## src/hdl/assert_macros.svh

```systemverilog
// assertion helpers, clocked on clk and disabled while arst_n is low
`ifndef ASSERT_MACROS_SVH
`define ASSERT_MACROS_SVH

// same-cycle implication
`define CPS_ASSERT_IMP(label, ante, cons, msg) \
	label: assert property (@(posedge clk) disable iff (!arst_n) (ante) |-> (cons)) \
		else $error(msg);

// next-cycle implication
`define CPS_ASSERT_NXT(label, ante, cons, msg) \
	label: assert property (@(posedge clk) disable iff (!arst_n) (ante) |=> (cons)) \
		else $error(msg);

`endif

```

## src/hdl/cps_ram.sv

```systemverilog
`timescale 1ns / 1ps
module cps_ram #(
	parameter int WIDTH = 64,
	parameter int DEPTH = 8
) (
	input  logic                                   clk,
	input  logic                                   we,
	input  logic [((DEPTH > 1) ? $clog2(DEPTH) : 1)-1:0] waddr,
	input  logic [WIDTH-1:0]                       wdata,
	input  logic                                   re,
	input  logic [((DEPTH > 1) ? $clog2(DEPTH) : 1)-1:0] raddr,
	output logic [WIDTH-1:0]                       rdata
);

	logic [WIDTH-1:0] mem [DEPTH];

	always_ff @(posedge clk) begin
		if (we) begin
			mem[waddr] <= wdata;
		end
		if (re) begin
			rdata <= mem[raddr];
		end
	end

endmodule

```

## config.mk

```make
export PLATFORM = sky130hd
export DESIGN_NAME = cps_ram
export DESIGN_NICKNAME = d
export VERILOG_FILES = /design/src/hdl/assert_macros.svh /design/src/hdl/cps_ram.sv
export SDC_FILE = /design/constraint.sdc
export NUM_CORES = 1
export LEC_CHECK = 0
export BUFFER_PORTS_ARGS = -buffer_cell sky130_fd_sc_hd__buf_2
export CAP_MARGIN = 5
export CELL_PAD_IN_SITES_DETAIL_PLACEMENT = 1
export CELL_PAD_IN_SITES_GLOBAL_PLACEMENT = 2
export CORE_MARGIN = 4
export CORE_UTILIZATION = 44
export DETAILED_ROUTE_END_ITERATION = 12
export PLACE_DENSITY_LB_ADDON = 0.1
export SYNTH_ARGS = -nofsm -noshare
export SYNTH_HDL_FRONTEND = slang
export SYNTH_SLANG_ARGS = --single-unit
export TNS_END_PERCENT = 100
```

## constraint.sdc

```tcl
create_clock -name clk -period 5 [get_ports clk]
set_clock_uncertainty 0.15 [all_clocks]
set_input_delay 0.25 -clock clk [delete_from_list [all_inputs] [get_ports clk]]
set_output_delay 0.25 -clock clk [all_outputs]
set_load 0.03 [all_outputs]
```

==> Yosys cells after proc, flatten, opt, wreduce, memory -nomap -nowiden <==
Memories as Yosys holds them, arrays and structs flattened. A register that Yosys moved wholly into a read port is not among the register bits.
Cells that the tools add are included.
{ "op_classes": {"mux": 2} }
{ "ops": {"columns": ["operator", "count"], "rows": [
  ["$mux 1", 2]
]} }
{ "totals": {"inputBits": 73, "regBits": 0, "ram_bits": 512, "n_memories": 1, "wordCells": 3} }
{ "memory_table": {"columns": ["memory", "words", "word_bits", "read_ports", "rd_clocked_by_memory_dff", "write_ports", "line_no", "source"], "rows": [
  ["mem", 8, 64, 1, 1, 1, "cps_ram.sv:15", "logic [WIDTH-1:0] mem [DEPTH];"]
]} }

==> Logic depth before layout (Yosys ltp) <==
{ "logic_depth": {"word_depth": 2, "mapped_depth": 4} }

==> Worst setup path after synthesis <==
OpenSTA, ideal clock, no wires.
{ "synth_timing": {"path_kind": "input -> register", "startpoint": "in waddr[2] in the netlist's numbering", "endpoint": "mem mem[0][0], enable pin", "required_ns": 4.285, "setup_time_ns": 0.565, "t_arrival_ns": 4.780, "slack_ns": -0.496, "path_buffers": 0, "stages": 2, "path_cell_list": "nand2b_1 nor3_1"} }
{ "synth_rtl": {"columns": ["item", "line_no", "source"], "rows": [
  ["from (decl)", "cps_ram.sv:8", "input logic [((DEPTH > 1) ? $clog2(DEPTH) : 1)-1:0] waddr,"],
  ["to (decl)", "cps_ram.sv:15", null]
]} }
No word-level cell before the write port.

==> flow_summary.ini <==
[sta]
hold_violations = 0
worst_pin_slew_ps = 940.1
drv_slew = 0
slew_headroom = 0.3718
fin_crit_sh = 0.4095
min_period_ps = 2047
whs_ps = 25.18
tns_ps = 0
rsz0062_at_grt = no
setup_viol_count_final = 0
fmax_ghz = 0.4885

[global_routing]
grt_max_degree = 65
use_met2 = 0.3101
grt_pass1_wl_um = 66720
grtUsageTotal = 0.1769
grt.busiest_layer = met2
use_met1 = 0.2336
grt-ovfl-total = 0
grt.met3_usage = 0.02850
grt_pass1_vias = 10260
grt_antenna_before_repair = 1

[route]
final_antenna_net_count = 0
drtPass1Iterations = 4
detail_route.wl_per_cell_um = 25.91
remaining_drc_errors = 0
initialDrtViolationCount = 632
num_vias = 9267
vias_per_cell = 5.366
routed_wl_um = 44740

[synthesis]
ys_ff_latch = 576
synth_top_family_by_area = multiplexers
synth_cells = 816
syn-cell-area_um2 = 21190
syn_nets = 889
synth_simple_gate_area_frac = 0.002775
synthMuxAreaShare = 0.1701
yosysTopAreaCellShare = 0.8163
yosysWarningCount = 0
seq_area_frac_synth = 0.8163
synth_fa_ha_area_frac = 0
synth_top_cell_by_area = edfxtp_1
synthDistinctLibCells = 12
synth_compound_area_frac = 0
synth_xor_area_frac = 0
synthTopCellsByArea = edfxtp_1 (82%), mux4_2 (14%), mux2_2 (3.4%)
avgSynthCellArea_um2 = 25.97

[power]
switching_share = 0.2082
p_switching_mw = 2.168
pwr-share-clk = 0.405
peakVddDrop_v = 0.0002676
intPower_mw = 8.248
power_density_nw_per_um2 = 413.6
power.total_mw = 10.42
seq_power_share = 0.535
leakage_nw = 8.202
combPwrFrac = 0.060

[floorplan]
ios = 137
fp.dieW_um = 227.4
die_h_um = 227.4
rows = 80
initial_utilization = 0.4447
coreArea_um2 = 47650
fp.dieArea_um2 = 51730

[setup_path]
required_ps = 5200
cp.arrival_ps = 2250
startpoint_type = input port
regToRegSetupSlack_ps = 3460
critical_path_class = in2reg
cp-end-kind = flop
crit_fanout = 64

[layout]
stdcell_count = 1727
drive_gt1_frac = 0.3879
nets = 1136
syn_to_final_growth_pct = 18.88
fillCellCount = 4106

[clocking]
clkTransAtPathRegs_ps = 60
cts_buffers = 60
worstSkewPairLatency_ps = 610
htree_levels = 2
cts_root_buf = clkbuf_16
clock_sinks = 576
clockBufferDepth = 3
cts_tree = done

[place]
port_buffers = 136
dpl.hpwl_um = 22520
gp_congestion = 0.6738
place_inst = 1552

[job]
drv_cap = 0

[min_path]
min_path_type = in2reg

[status]
status = finished clean
layer usage:
layer | share of wire | wire length, µm | vias up
li1 | - | - | 4018
met1 | 0.42 | 18920 | 5029
met2 | 0.52 | 23430 | 155
met3 | 0.035 | 1545 | 65
met4 | 0.019 | 838 | 0
met5 | 0 | 0 | -
logic make-up (layout without fill, tap and decap cells):
family / after synthesis / in the layout
flip-flops: 576 / 576
multiplexers: 192 / 192
buffers and inverters: 35 / 330
AND/OR/NAND/NOR: 13 / 13
other: 0 / 1
power by group through the flow:
| stage | clock network (mW) | registers [mW] | logic, mW |
|---|---|---|---|
| 2_1_floorplan | 0 | 5.75 | 0.286 |
| 3_3_place_gp | 0 | 5.66 | 0.592 |
| 3_5_place_dp | 0 | 5.67 | 0.601 |
| 4_1_cts | 4.34 | 5.57 | 0.645 |
| 5_1_grt | 4.56 | 5.58 | 0.678 |
| 6_report | 4.22 | 5.57 | 0.626 |
critical path, cell delays in order:
cell      delay [ps]
clkbuf_8         640
buf_12           460
mux4_2           570
mux2_2           270
per-stage QoR:
stage	area (µm²)	worst slack, ps	util
after detailed placement	22690	2236	0.4763
after global placement	22690	2264	0.4763
after floorplan	21200	1223	-
after global routing	25190	2761	0.5287
final	25190	2953	0.5287
after CTS	25190	2883	0.5286
flip-flops by register name, summed over array words and instances (netlist names):
name,cells
mem,512
rdata,64
final timing paths:
kind                        startpoint                   to  cells past startpoint
setup / recovery              raddr[0]  rdata[44]$_DFFE_PP_                      4
hold / removal                      re  rdata[43]$_DFFE_PP_                      1
setup reg to reg  mem[7][62]$_DFFE_PP_  rdata[62]$_DFFE_PP_                      2
hold reg to reg    mem[2][0]$_DFFE_PP_   rdata[0]$_DFFE_PP_                      2
Yosys cell counts (all sizes together):
cell and count:
edfxtp 576, mux4 128, mux2 64, buf 26
clkbuf 9, nor2 6, nand2b 3, nand2 2
nor3 2
repair_timing:
action,in CTS,in global routing
gates resized for setup,0,0
buffers inserted,0,0
hold endpoints to repair,512,0
hold buffers,64,0
layout by cell type, fill, tap and decap left out, types with 3 or more instances in the layout:
cell and n:
clkinv_2 7, clkbuf_1 21, clkbuf_16 60, nand2b_1 3
mux4_2 128, buf_4 19, bufinv_16 5, mux2_2 64
buf_2 132, edfxtp_1 576, nor2_4 6, dlygate4sd3_1 64
buf_12 4, clkinv_1 14
layout make-up:
type | instances | area [µm²] | share of cell area
Antenna cell | 1 | 2.502 | 0.00009935
Multi-Input combinational cell | 205 | 3730 | 0.1481
Clock inverter | 29 | 271.5 | 0.01078
Sequential cell | 576 | 17300 | 0.6867
Timing Repair Buffer | 220 | 1538 | 0.06105
Clock buffer | 81 | 1580 | 0.06274
Tap cell | 615 | 769.5 | 0.03055
No activity file was read; power rests on OpenSTA's default activity.
